--- src/rtl/nlp_pkg.sv ---
`timescale 1ns / 1ps

package nlp_pkg;

  localparam int unsigned WordBits   = 32;
  localparam int unsigned NarrowBits = 8;
  localparam int unsigned ValueBits  = 32;
  localparam int unsigned StatusBits = 2;
  localparam int unsigned DigitBits  = 6;
  localparam int unsigned RadixBits  = 5;
  localparam int unsigned OutBytes   = (ValueBits + StatusBits + 7) / 8;

  localparam logic [1:0] KindWord  = 2'd0;
  localparam logic [1:0] KindByte  = 2'd1;
  localparam logic [1:0] KindReg   = 2'd2;
  localparam logic [1:0] KindSpare = 2'd3;

  localparam logic [StatusBits-1:0] ErrNone     = 2'd0;
  localparam logic [StatusBits-1:0] ErrInvalid  = 2'd1;
  localparam logic [StatusBits-1:0] ErrFraction = 2'd2;

  localparam logic [1:0] PosStart  = 2'd0;
  localparam logic [1:0] PosSign   = 2'd1;
  localparam logic [1:0] PosSecond = 2'd2;
  localparam logic [1:0] PosBody   = 2'd3;

  localparam logic [RadixBits-1:0] RadixBin = 5'd2;
  localparam logic [RadixBits-1:0] RadixDec = 5'd10;
  localparam logic [RadixBits-1:0] RadixHex = 5'd16;

  localparam logic [DigitBits-1:0] DigitNone = 6'd36;

  localparam logic [7:0] CharMinus = 8'h2D;
  localparam logic [7:0] CharDot   = 8'h2E;
  localparam logic [7:0] CharZero  = 8'h30;
  localparam logic [7:0] CharNine  = 8'h39;
  localparam logic [7:0] CharUpA   = 8'h41;
  localparam logic [7:0] CharUpZ   = 8'h5A;
  localparam logic [7:0] CharLoA   = 8'h61;
  localparam logic [7:0] CharLoZ   = 8'h7A;
  localparam logic [7:0] CharHex   = 8'h78;
  localparam logic [7:0] CharBin   = 8'h62;
  localparam logic [7:0] CharDec   = 8'h64;

  function automatic logic [DigitBits-1:0] digit_of(input logic [7:0] c);
    logic [7:0] d;
    d = 8'(DigitNone);
    if (c inside {[CharZero:CharNine]}) begin
      d = c - CharZero;
    end else if (c inside {[CharUpA:CharUpZ]}) begin
      d = c - CharUpA + 8'd10;
    end else if (c inside {[CharLoA:CharLoZ]}) begin
      d = c - CharLoA + 8'd10;
    end
    return d[DigitBits-1:0];
  endfunction

endpackage

--- src/rtl/numeric_literal_parser_unit.sv ---
`timescale 1ns / 1ps

// Output: a result is registered onto m_axis in the cycle after its tlast is accepted.
// Throughput: one character per cycle while no result waits with m_axis_tready low;
// each character is one shift-add pass on the token state; tlast loads the result.
// Reset: rst_ni clears the token state to its start (radix ten) and empties the
// result register; the state also returns to its start after every last character.
module numeric_literal_parser_unit #(
  parameter int unsigned WORD_BITS = nlp_pkg::WordBits
) (
  input  logic                           clk_i,
  input  logic                           rst_ni,
  input  logic                           s_axis_tvalid,
  output logic                           s_axis_tready,
  input  logic [7:0]                     s_axis_tdata,  // ch
  input  logic                           s_axis_tlast,  // last
  input  logic [1:0]                     s_axis_tuser,  // req_type
  output logic                           m_axis_tvalid,
  input  logic                           m_axis_tready,
  output logic [nlp_pkg::OutBytes*8-1:0] m_axis_tdata   // value, status, zero fill
);

  localparam int unsigned ExtBits = (WORD_BITS > nlp_pkg::ValueBits) ?
                                    WORD_BITS : nlp_pkg::ValueBits;
  localparam int unsigned PadBits = nlp_pkg::OutBytes * 8 - nlp_pkg::ValueBits
                                    - nlp_pkg::StatusBits;

  logic [1:0]                      pos_q, pos_d;
  logic [nlp_pkg::RadixBits-1:0]   radix_q, radix_d;
  logic [WORD_BITS-1:0]            acc_q, acc_d;
  logic                            neg_q, neg_d;
  logic [nlp_pkg::StatusBits-1:0]  err_q, err_d;
  logic                            fdz_q, fdz_d;

  logic                            out_valid_q;
  logic [nlp_pkg::ValueBits-1:0]   out_value_q, out_value_d;
  logic [nlp_pkg::StatusBits-1:0]  out_status_q, out_status_d;

  logic                            accept;
  logic [1:0]                      kind;
  logic [nlp_pkg::DigitBits-1:0]   digit;
  logic                            bad_digit;
  logic                            is_dec;
  logic [WORD_BITS-1:0]            acc_scaled;
  logic [nlp_pkg::StatusBits-1:0]  body_err;
  logic [WORD_BITS-1:0]            body_acc;
  logic [1:0]                      step_pos;
  logic [nlp_pkg::RadixBits-1:0]   step_radix;
  logic [WORD_BITS-1:0]            step_acc;
  logic                            step_neg;
  logic [nlp_pkg::StatusBits-1:0]  step_err;
  logic                            step_fdz;
  logic [WORD_BITS-1:0]            signed_val;
  logic [WORD_BITS-1:0]            masked_val;
  logic [ExtBits-1:0]              ext_val;

  assign s_axis_tready = !out_valid_q || m_axis_tready;
  assign accept        = s_axis_tvalid && s_axis_tready;

  assign kind      = (s_axis_tuser == nlp_pkg::KindSpare) ? nlp_pkg::KindReg : s_axis_tuser;
  assign digit     = nlp_pkg::digit_of(s_axis_tdata);
  assign bad_digit = digit >= {1'b0, radix_q};
  assign is_dec    = s_axis_tdata inside {[nlp_pkg::CharZero:nlp_pkg::CharNine]};

  always_comb begin
    case (radix_q)
      nlp_pkg::RadixHex: acc_scaled = acc_q << 4;
      nlp_pkg::RadixBin: acc_scaled = acc_q << 1;
      default:           acc_scaled = (acc_q << 3) + (acc_q << 1);
    endcase
  end

  always_comb begin
    body_err = err_q;
    body_acc = acc_q;
    if (err_q == nlp_pkg::ErrInvalid) begin
      body_err = err_q;
    end else if (err_q == nlp_pkg::ErrFraction) begin
      if (bad_digit) body_err = nlp_pkg::ErrInvalid;
    end else if (s_axis_tdata == nlp_pkg::CharDot) begin
      body_err = (kind == nlp_pkg::KindWord) ? nlp_pkg::ErrFraction : nlp_pkg::ErrInvalid;
    end else if (bad_digit) begin
      body_err = nlp_pkg::ErrInvalid;
    end else begin
      body_acc = acc_scaled + WORD_BITS'(digit);
    end
  end

  always_comb begin
    step_pos   = pos_q;
    step_radix = radix_q;
    step_acc   = acc_q;
    step_neg   = neg_q;
    step_err   = err_q;
    step_fdz   = fdz_q;
    if (pos_q == nlp_pkg::PosStart && s_axis_tdata == nlp_pkg::CharMinus) begin
      if (kind == nlp_pkg::KindReg) step_err = nlp_pkg::ErrInvalid;
      else step_neg = 1'b1;
      step_pos = nlp_pkg::PosSign;
    end else if (pos_q == nlp_pkg::PosStart || pos_q == nlp_pkg::PosSign) begin
      step_fdz = s_axis_tdata == nlp_pkg::CharZero;
      step_err = body_err;
      step_acc = body_acc;
      step_pos = nlp_pkg::PosSecond;
    end else if (pos_q == nlp_pkg::PosSecond) begin
      if (fdz_q && !is_dec && s_axis_tdata != nlp_pkg::CharDot && !s_axis_tlast) begin
        if (err_q == nlp_pkg::ErrNone) begin
          case (s_axis_tdata)
            nlp_pkg::CharHex: step_radix = nlp_pkg::RadixHex;
            nlp_pkg::CharBin: step_radix = nlp_pkg::RadixBin;
            nlp_pkg::CharDec: step_radix = nlp_pkg::RadixDec;
            default:          step_err   = nlp_pkg::ErrInvalid;
          endcase
        end
      end else begin
        step_err = body_err;
        step_acc = body_acc;
      end
      step_pos = nlp_pkg::PosBody;
    end else begin
      step_err = body_err;
      step_acc = body_acc;
    end
  end

  assign signed_val = step_neg ? (WORD_BITS'(0) - step_acc) : step_acc;
  assign masked_val = (kind == nlp_pkg::KindWord) ? signed_val :
                      WORD_BITS'(signed_val[nlp_pkg::NarrowBits-1:0]);
  assign ext_val    = ExtBits'(masked_val);

  always_comb begin
    out_status_d = step_err;
    out_value_d  = (step_err != nlp_pkg::ErrNone) ? '0 :
                   ext_val[nlp_pkg::ValueBits-1:0];
  end

  always_comb begin
    pos_d   = pos_q;
    radix_d = radix_q;
    acc_d   = acc_q;
    neg_d   = neg_q;
    err_d   = err_q;
    fdz_d   = fdz_q;
    if (accept) begin
      if (s_axis_tlast) begin
        pos_d   = nlp_pkg::PosStart;
        radix_d = nlp_pkg::RadixDec;
        acc_d   = '0;
        neg_d   = 1'b0;
        err_d   = nlp_pkg::ErrNone;
        fdz_d   = 1'b0;
      end else begin
        pos_d   = step_pos;
        radix_d = step_radix;
        acc_d   = step_acc;
        neg_d   = step_neg;
        err_d   = step_err;
        fdz_d   = step_fdz;
      end
    end
  end

  always_ff @(posedge clk_i or negedge rst_ni) begin
    if (!rst_ni) begin
      pos_q   <= nlp_pkg::PosStart;
      radix_q <= nlp_pkg::RadixDec;
      acc_q   <= '0;
      neg_q   <= 1'b0;
      err_q   <= nlp_pkg::ErrNone;
      fdz_q   <= 1'b0;
    end else begin
      pos_q   <= pos_d;
      radix_q <= radix_d;
      acc_q   <= acc_d;
      neg_q   <= neg_d;
      err_q   <= err_d;
      fdz_q   <= fdz_d;
    end
  end

  always_ff @(posedge clk_i or negedge rst_ni) begin
    if (!rst_ni) begin
      out_valid_q <= 1'b0;
    end else if (accept && s_axis_tlast) begin
      out_valid_q <= 1'b1;
    end else if (m_axis_tready) begin
      out_valid_q <= 1'b0;
    end
  end

  always_ff @(posedge clk_i) begin
    if (accept && s_axis_tlast) begin
      out_value_q  <= out_value_d;
      out_status_q <= out_status_d;
    end
  end

  assign m_axis_tvalid = out_valid_q;
  assign m_axis_tdata  = {PadBits'(0), out_status_q, out_value_q};

`ifndef SYNTHESIS
  a_error_zero_value: assert property (@(posedge clk_i) disable iff (!rst_ni)
    m_axis_tvalid && out_status_q != nlp_pkg::ErrNone |-> out_value_q == '0)
    else $error("error result carries a nonzero value");

  a_last_restarts: assert property (@(posedge clk_i) disable iff (!rst_ni)
    accept && s_axis_tlast |=> pos_q == nlp_pkg::PosStart && acc_q == '0
                               && radix_q == nlp_pkg::RadixDec)
    else $error("token state not restarted after last character");

  a_radix_legal: assert property (@(posedge clk_i) disable iff (!rst_ni)
    radix_q == nlp_pkg::RadixBin || radix_q == nlp_pkg::RadixDec
    || radix_q == nlp_pkg::RadixHex)
    else $error("illegal radix");

  a_start_clean: assert property (@(posedge clk_i) disable iff (!rst_ni)
    pos_q == nlp_pkg::PosStart |-> err_q == nlp_pkg::ErrNone && !neg_q && !fdz_q)
    else $error("stale token state at token start");
`endif

endmodule
--- config.mk ---
export PLATFORM = sky130hd
export DESIGN_NAME = numeric_literal_parser_unit
export DESIGN_NICKNAME = d
export VERILOG_FILES = /design/src/rtl/nlp_pkg.sv /design/src/rtl/numeric_literal_parser_unit.sv
export SDC_FILE = /design/constraint.sdc
export NUM_CORES = 1
export LEC_CHECK = 0
export BUFFER_PORTS_ARGS = -buffer_cell sky130_fd_sc_hd__buf_2
export CAP_MARGIN = 5
export CORE_ASPECT_RATIO = 0.7
export CORE_MARGIN = 1
export CORE_UTILIZATION = 30
export DETAILED_ROUTE_END_ITERATION = 10
export PLACE_DENSITY = 0.49
export SKIP_LAST_GASP = 1
export SYNTH_ARGS = -nofsm -noshare
export SYNTH_HDL_FRONTEND = slang
export SYNTH_SLANG_ARGS = --single-unit
--- constraint.sdc ---
create_clock -name clk_i -period 5.4 [get_ports clk_i]
set_input_delay 0.54 -clock clk_i [delete_from_list [all_inputs] [get_ports clk_i]]
set_output_delay 0.54 -clock clk_i [all_outputs]
set_load 0.01 [all_outputs]
== Word level (Yosys, flattened, before mapping) ==
Cells that the tools add are included.
Cells by class
  muxes and demuxes: 47
  eq/ne operators: 17
  order comparisons: 7
  reduce and logical (&&, ||, !) cells: 30
  bitwise gates (word level): 1
  add/subtract/negate cells: 8
Operators by type and width (number)
  32-bit 2-to-1 mux: 10
  32-bit case mux with 2 select lines: 1
  2-bit 2-to-1 mux: 18
  32-bit adder: 1
  32-bit by 6-bit adder with 32-bit output: 1
  1-bit by 32-bit subtractor with 32-bit output (first input constant): 1
  5-bit 2-to-1 mux: 6
  8-bit by 6-bit == test with 1-bit output (second input constant): 3
  8-bit by 7-bit == test with 1-bit output (second input constant): 3
  6-bit 2-to-1 mux: 3
  8-bit by 7-bit >= comparator with 1-bit output (second input constant): 2
  8-bit by 7-bit less-or-equal comparator with 1-bit output (second input constant): 2
  5-bit case mux with 3 select lines: 1
  6-bit by 4-bit adder with 6-bit output (second input constant): 2
  2-bit nonzero test: 6
  6-bit subtractor (second input constant): 2
  1-bit logical AND: 9
  2-bit == test (second input constant): 4
  8-bit by 6-bit >= comparator with 1-bit output (second input constant): 1
  8-bit by 6-bit less-or-equal comparator with 1-bit output (second input constant): 1
  1-bit 2-to-1 mux: 8
  8-bit by 6-bit inequality test with 1-bit output (second input constant): 1
  4-bit nonzero test: 2
  7-bit AND reduction: 1
  14 further kinds: 21
Storage, ports and cells
  register bits: 78
  word-level logic and storage cells: 120
  bits of input ports: 15
  output and inout bits: 42

== Longest topological paths before layout ==
  depth in word-level cells: 16
  depth in mapped cells: 32

== Least setup slack after synthesis ==
OpenSTA, ideal clock, no wires.
  path kind: input-to-reg
  start point: input s_axis_tdata[0]
  end point: register out_value_q[30] (netlist bit) (data pin)
  required time: 5.138 ns
  arrival: 6.299 ns
  setup slack: -1.161 ns
  stages: 28
  setup time: 0.262 ns
  cells stage by stage: inv_1 > ha_1 > nor4b_1 > a21oi_1 > a211o_1 > a41oi_1 > o21ai_0 > ha_1 > nand3_1 > nor2_1 > o311ai_1 > and2_1 > clkbuf_1 > buf_2 > buf_2 > buf_1 > buf_2 > nor2_1 > a21oi_1 > ha_1 > inv_1 > o41a_1 > nor3_1 > or2_2 > and4b_1 > clkbuf_1 > a41oi_1 > mux2_1
Between the ends
  longest elaborated chain between the ends: 16
  elaborated cells between the ends (all ways): 54
Ends and longest elaborated chain
  start: declaration: RTL line numeric_literal_parser_unit.sv:15  | input logic [7:0] s_axis_tdata,
  6-bit subtractor, or another cell as far along: RTL line nlp_pkg.sv:53  | d = c - CharLoA + 8'd10;
  6-bit by 4-bit adder with 6-bit output / 1-bit logical AND (equally long branches): RTL line nlp_pkg.sv:53, nlp_pkg.sv:52
  6-bit 2-to-1 mux: RTL line nlp_pkg.sv:52  | end else if (c inside {[CharLoA:CharLoZ]}) begin
  6-bit 2-to-1 mux: RTL line nlp_pkg.sv:50  | end else if (c inside {[CharUpA:CharUpZ]}) begin
  6-bit 2-to-1 mux: RTL line nlp_pkg.sv:48  | if (c inside {[CharZero:CharNine]}) begin
  32-bit by 6-bit adder with 32-bit output / 6-bit by 5-bit >= comparator with 1-bit output (equally long branches): RTL line numeric_literal_parser_unit.sv:85, numeric_literal_parser_unit.sv:62
  32-bit 2-to-1 mux / 2-bit 2-to-1 mux (equally long branches): RTL line numeric_literal_parser_unit.sv:82, numeric_literal_parser_unit.sv:79
  32-bit 2-to-1 mux / 2-bit 2-to-1 mux (equally long branches): RTL line numeric_literal_parser_unit.sv:80  | end else if (s_axis_tdata == nlp_pkg::CharDot) begin
  32-bit 2-to-1 mux / 2-bit 2-to-1 mux (equally long branches): RTL line numeric_literal_parser_unit.sv:78  | end else if (err_q == nlp_pkg::ErrFraction) begin
  32-bit 2-to-1 mux / 2-bit 2-to-1 mux (equally long branches): RTL line numeric_literal_parser_unit.sv:76  | if (err_q == nlp_pkg::ErrInvalid) begin
  32-bit 2-to-1 mux / 2-bit 2-to-1 mux (equally long branches): RTL line numeric_literal_parser_unit.sv:106  | if (fdz_q && !is_dec && s_axis_tdata != nlp_pkg::CharDot && !s_axis_tlast) begin
  32-bit 2-to-1 mux / 2-bit 2-to-1 mux (equally long branches): RTL line numeric_literal_parser_unit.sv:105  | end else if (pos_q == nlp_pkg::PosSecond) begin
  32-bit 2-to-1 mux / 2-bit 2-to-1 mux (equally long branches): RTL line numeric_literal_parser_unit.sv:100  | end else if (pos_q == nlp_pkg::PosStart || pos_q == nlp_pkg::PosSign) begin
  32-bit 2-to-1 mux / 2-bit 2-to-1 mux (equally long branches): RTL line numeric_literal_parser_unit.sv:96  | if (pos_q == nlp_pkg::PosStart && s_axis_tdata == nlp_pkg::CharMinus) begin
  1-bit by 32-bit subtractor with 32-bit output / 2-bit nonzero test (equally long branches): RTL line numeric_literal_parser_unit.sv:126, numeric_literal_parser_unit.sv:133
  32-bit 2-to-1 mux / 2-bit OR reduction (equally long branches)
  end signal: assignment: RTL line numeric_literal_parser_unit.sv:193  | out_value_q <= out_value_d;
  end: declaration: RTL line numeric_literal_parser_unit.sv:36  | logic [nlp_pkg::ValueBits-1:0] out_value_q, out_value_d;
Parallel ways exist; a longest one is shown, timed or not.
A chain may end at the register's enable or synchronous reset.

== Worst setup path after layout ==
  start point: input s_axis_tdata[1]
  end point: register out_value_q[31] (netlist bit) (data pin)
Same word-level chain as after synthesis.

==> impl_metrics.xml <==
<?xml version="1.0" encoding="UTF-8"?>
<metrics>
  <group name="pwr">
    <metric name="vdd_ir_drop_max" unit="mV">0.141</metric>
    <metric name="leakage_power" unit="nW">4.26</metric>
    <metric name="power.density_cell_area" unit="nW/um^2">257</metric>
  </group>
  <group name="timing">
    <metric name="worst_hold_slack" unit="ns">0.297</metric>
    <metric name="finalSetupViolCount" unit="">0</metric>
    <metric name="maxSlewViolCount" unit="">0</metric>
    <metric name="clock_skew" unit="ns">0.00728</metric>
    <metric name="final.period_utilization" unit="%">97.5</metric>
    <metric name="clock.fmax" unit="MHz">190</metric>
    <metric name="tightest_slew" unit="ns">1.09</metric>
    <metric name="unrepaired_setup_endpoints_after_global_routing" unit="">true</metric>
    <metric name="timing.final.hold_violations" unit="">0</metric>
    <metric name="relSlewSlack" unit="%">26.5</metric>
    <metric name="final.min_clock_period" unit="ns">5.26</metric>
  </group>
  <group name="logic_synthesis">
    <metric name="synth-seq-cells" unit="">76</metric>
    <metric name="synth_cell_types" unit="">98</metric>
    <metric name="asyncSetResetFlopFracSynth" unit="%">55.3</metric>
    <metric name="number_of_synthesized_flops_with_an_enable_pin" unit="">34</metric>
    <metric name="yosysWarnings" unit="">0</metric>
    <metric name="synth.top_cells.by_count" unit="">sky130_fd_sc_hd__nor2_1, sky130_fd_sc_hd__nand2_1, sky130_fd_sc_hd__a21oi_1</metric>
    <metric name="netlist_top_cells_area" unit="">sky130_fd_sc_hd__edfxtp_1, sky130_fd_sc_hd__dfrtp_1, sky130_fd_sc_hd__ha_1, sky130_fd_sc_hd__nor2_1, sky130_fd_sc_hd__a21oi_1</metric>
    <metric name="ys.flop_type" unit="">sky130_fd_sc_hd__dfrtp_1</metric>
    <metric name="mappedNetlistArea" unit="um^2">8410</metric>
    <metric name="netlist_instances" unit="">1056</metric>
    <metric name="synth_seq_area_share" unit="%">24.7</metric>
    <metric name="netlist.area_leader.share" unit="%">12.1</metric>
    <metric name="leading_cell_type_by_number_of_instances_after_synthesis" unit="">sky130_fd_sc_hd__nor2_1</metric>
    <metric name="synthDominantAreaCellType" unit="">sky130_fd_sc_hd__edfxtp_1</metric>
    <metric name="syn-mean-instance-area" unit="um^2">7.96</metric>
  </group>
  <group name="global_routing">
    <metric name="use_met3" unit="%">3.57</metric>
    <metric name="grt_remaining_overflow" unit="">0</metric>
    <metric name="antenna_found_initial" unit="">0</metric>
    <metric name="grt.busiest_layer" unit="">met1</metric>
    <metric name="grt_pass1_wl" unit="um">46900</metric>
    <metric name="pin_count_of_the_biggest_net_entering_global_routing" unit="">43</metric>
    <metric name="globalRouteMet1Util" unit="%">32.9</metric>
    <metric name="first_global_vias" unit="">8144</metric>
    <metric name="met2_usage" unit="%">28.4</metric>
    <metric name="track_usage" unit="%">20.7</metric>
  </group>
  <group name="finish">
    <metric name="multi_input_area" unit="um^2">6160</metric>
    <metric name="layout.nets" unit="">1275</metric>
    <metric name="syn_to_final_growth" unit="%">25.8</metric>
    <metric name="n_antenna_cell" unit="">0</metric>
    <metric name="drive_gt1_share" unit="%">26.0</metric>
    <metric name="design_area" unit="um^2">10600</metric>
    <metric name="finalCoreUtilization" unit="%">38.9</metric>
    <metric name="seq_area" unit="um^2">2080</metric>
    <metric name="num-fill-cells" unit="">2853</metric>
  </group>
  <group name="routing">
    <metric name="post_dr_wirelength_cell" unit="um">18.8</metric>
    <metric name="drtIter0Drc" unit="">696</metric>
    <metric name="routed_wl" unit="um">29700</metric>
    <metric name="route.antenna.remaining_nets" unit="">0</metric>
    <metric name="detail_route.first_pass.iterations" unit="">7</metric>
    <metric name="vias_per_cell" unit="">5.54</metric>
    <metric name="drt_drc_violations_left" unit="">0</metric>
    <metric name="via_count" unit="">8765</metric>
  </group>
  <group name="floorplan">
    <metric name="io-pin-count" unit="">57</metric>
    <metric name="die_w" unit="um">202</metric>
    <metric name="fp.dieArea" unit="um^2">28700</metric>
    <metric name="dieHeight" unit="um">142</metric>
    <metric name="initial_utilization" unit="%">31.0</metric>
    <metric name="rows" unit="">50</metric>
    <metric name="core" unit="um^2">27200</metric>
  </group>
  <group name="placed_design">
    <metric name="port_buffers" unit="">50</metric>
    <metric name="finalWeightedCongestion" unit="">0.918</metric>
    <metric name="placed_inst_area" unit="um^2">10100</metric>
    <metric name="dp_hpwl" unit="um">23300</metric>
  </group>
  <group name="setup_path">
    <metric name="critPathLaunchType" unit="">input pin</metric>
    <metric name="rr_endpoint" unit="">out_value_q[31]$_SDFFCE_PP0P_</metric>
    <metric name="worstPathMaxFanout" unit="">6</metric>
    <metric name="regToRegStartpoint" unit="">acc_q[2]$_DFFE_PN0P_</metric>
    <metric name="critical_path_required" unit="ns">5.50</metric>
    <metric name="critical_path_class" unit="">input pin to flop</metric>
    <metric name="worst_reg2reg_path_depth" unit="">16</metric>
    <metric name="critical_path_cell_count" unit="">23</metric>
    <metric name="setup.worst_path.end_class" unit="">flop</metric>
    <metric name="critPathArrivalTime" unit="ns">5.36</metric>
    <metric name="timing.critical_path.to" unit="">out_value_q[31]$_SDFFCE_PP0P_</metric>
    <metric name="startpoint" unit="">s_axis_tdata[1]</metric>
    <metric name="reg2reg_slack" unit="ns">0.21</metric>
    <metric name="crit_path_top_delay_cell" unit="">sky130_fd_sc_hd__or4_4</metric>
    <metric name="crit_top_cell" unit="">sky130_fd_sc_hd__a211o_1</metric>
    <metric name="cpPeakStageDelay" unit="ns">0.42</metric>
    <metric name="crit_chain" unit="">buf_8 -&gt; inv_6 -&gt; ha_4 -&gt; nor4b_4 -&gt; a21oi_2 -&gt; a211o_4 -&gt; nand2_2 -&gt; o21ai_2 -&gt; ha_2 -&gt; fa_2 -&gt; a211oi_2 -&gt; nor2_1 -&gt; or2_4 -&gt; or3_4 -&gt; a21oi_4 -&gt; a21boi_2 -&gt; or4_4 -&gt; a211o_1 -&gt; a211o_1 -&gt; nor3_4 -&gt; and3_4 -&gt; a31oi_1 -&gt; or3_1</metric>
    <metric name="critical_path.n_buffers_inverters" unit="">2</metric>
    <metric name="worst_path_dominant_cell_family" unit="">simple AND/OR/NAND/NOR gates</metric>
  </group>
  <group name="worst_hold_path">
    <metric name="worst_hold_path_type" unit="">input pin to asynchronous set/reset pin</metric>
  </group>
  <group name="clocking">
    <metric name="numClockSinks" unit="">76</metric>
    <metric name="library_cell_used_as_clock_root_buffer" unit="">sky130_fd_sc_hd__clkbuf_16</metric>
    <metric name="ctsHoldBuffers" unit="">0</metric>
    <metric name="cts-htree-levels" unit="">3</metric>
    <metric name="clk_pin_slew" unit="ns">0.06</metric>
    <metric name="clkLatencyLatePin" unit="ns">0.35</metric>
    <metric name="cts-buffers-inserted" unit="">9</metric>
    <metric name="cts_tree" unit="">built</metric>
    <metric name="clock_path_buffers" unit="">2</metric>
  </group>
  <group name="run">
    <metric name="cap_viol_max_count" unit="">0</metric>
  </group>
  <group name="run_status">
    <metric name="status" unit="">finished clean</metric>
  </group>
</metrics>
## metal layers
layer / part of all wire [%] / up-vias
met5: 0 / -
met4: 1.0 / 0
met3: 4.9 / 25
met2: 40 / 211
met1: 54 / 4239
li1: - / 4290
## power breakdown
group | leakage [nW] | internal (mW) | switching, mW
sequential | 0.891 | 0.646 | 0.0501
combinational | 3.23 | 0.617 | 0.782
clock | 0.140 | 0.359 | 0.266
## stage by stage
step | cells | power, mW | TNS [ns] | setup slack [ns]
6_report | 1582 | 2.72 | 0 | 0.136
5_1_grt | 1582 | 2.89 | -0.165 | -0.0606
4_1_cts | 1578 | 2.68 | 0 | 0.00962
3_5_place_dp | 1562 | 2.05 | -3.40 | -0.391
3_3_place_gp | 1562 | 2.05 | -2.69 | -0.346
2_1_floorplan | 1061 | 1.57 | -0.162 | -0.0870
## worst register-to-register path, delay by kind of cell (launching register included)
family          cells  cell delay [ns]
mux                 1             0.36
xor+xnor            1             0.17
buf+inv             1             0.08
compound gates      4             0.93
fa+ha+maj           2             0.68
flops               1             0.44
simple gates        7             2.30
## cell families (layout without fill, tap and decap cells)
group | after synthesis | after routing | synth area share [%]
fa+ha+maj | 47 | 47 | 7.17
compound gates | 352 | 352 | 28.8
mux | 26 | 26 | 3.20
simple gates | 401 | 401 | 25.1
buf+inv | 96 | 253 | 5.13
other cells | 1 | 6 | 0.0446
xor+xnor | 57 | 57 | 5.94
flops | 76 | 76 | 24.7
## cells in the final DEF, fill, tap and decap left out, types with 23 or more instances in the layout
cell / n
sky130_fd_sc_hd__nor3_1: 31
sky130_fd_sc_hd__o21ai_0: 68
sky130_fd_sc_hd__edfxtp_1: 34
sky130_fd_sc_hd__buf_4: 156
sky130_fd_sc_hd__inv_1: 26
sky130_fd_sc_hd__nand2_1: 87
sky130_fd_sc_hd__dfrtp_1: 39
sky130_fd_sc_hd__xor2_1: 34
sky130_fd_sc_hd__a21oi_1: 73
sky130_fd_sc_hd__buf_2: 48
sky130_fd_sc_hd__xnor2_1: 23
sky130_fd_sc_hd__nor2_1: 107
sky130_fd_sc_hd__ha_1: 40
## sequential cells by signal, summed over array words and instances (netlist names)
name / count
out_status_q: 2
err_q: 2
radix_q: 3
pos_q: 2
m_axis_tvalid: 1
neg_q: 1
out_value_q: 32
acc_q: 32
fdz_q: 1
## what timing repair did
action / CTS / global route
pin swaps: 1 / 23
setup buffers: 0 / 4
endpoints found under the setup margin: 1 / 13
resized for setup: 0 / 39
## worst min path at each step
| stage | startpoint | to | slack (ns) | cells past startpoint |
|---|---|---|---|---|
| floorplan | rst_ni | acc_q[0]$_DFFE_PN0P_ | 0.24 | 0 |
| global placement | fdz_q$_DFFE_PN0P_ | fdz_q$_DFFE_PN0P_ | 0.49 | 2 |
| detailed placement | acc_q[31]$_DFFE_PN0P_ | acc_q[31]$_DFFE_PN0P_ | 0.51 | 1 |
| CTS | rst_ni | acc_q[31]$_DFFE_PN0P_ | 0.32 | 2 |
| global route | rst_ni | acc_q[31]$_DFFE_PN0P_ | 0.34 | 2 |
| finish | rst_ni | acc_q[31]$_DFFE_PN0P_ | 0.30 | 2 |
## final cells by class
class	instances	area share (%)
clock buffer	10	2.17
clock inverter	6	0.603
inverter	30	1.18
multi-input combinational	889	58.2
sequential	76	19.6
tap	364	4.31
timing repair buffer	207	13.9
(Power assumes the default switching activity.)
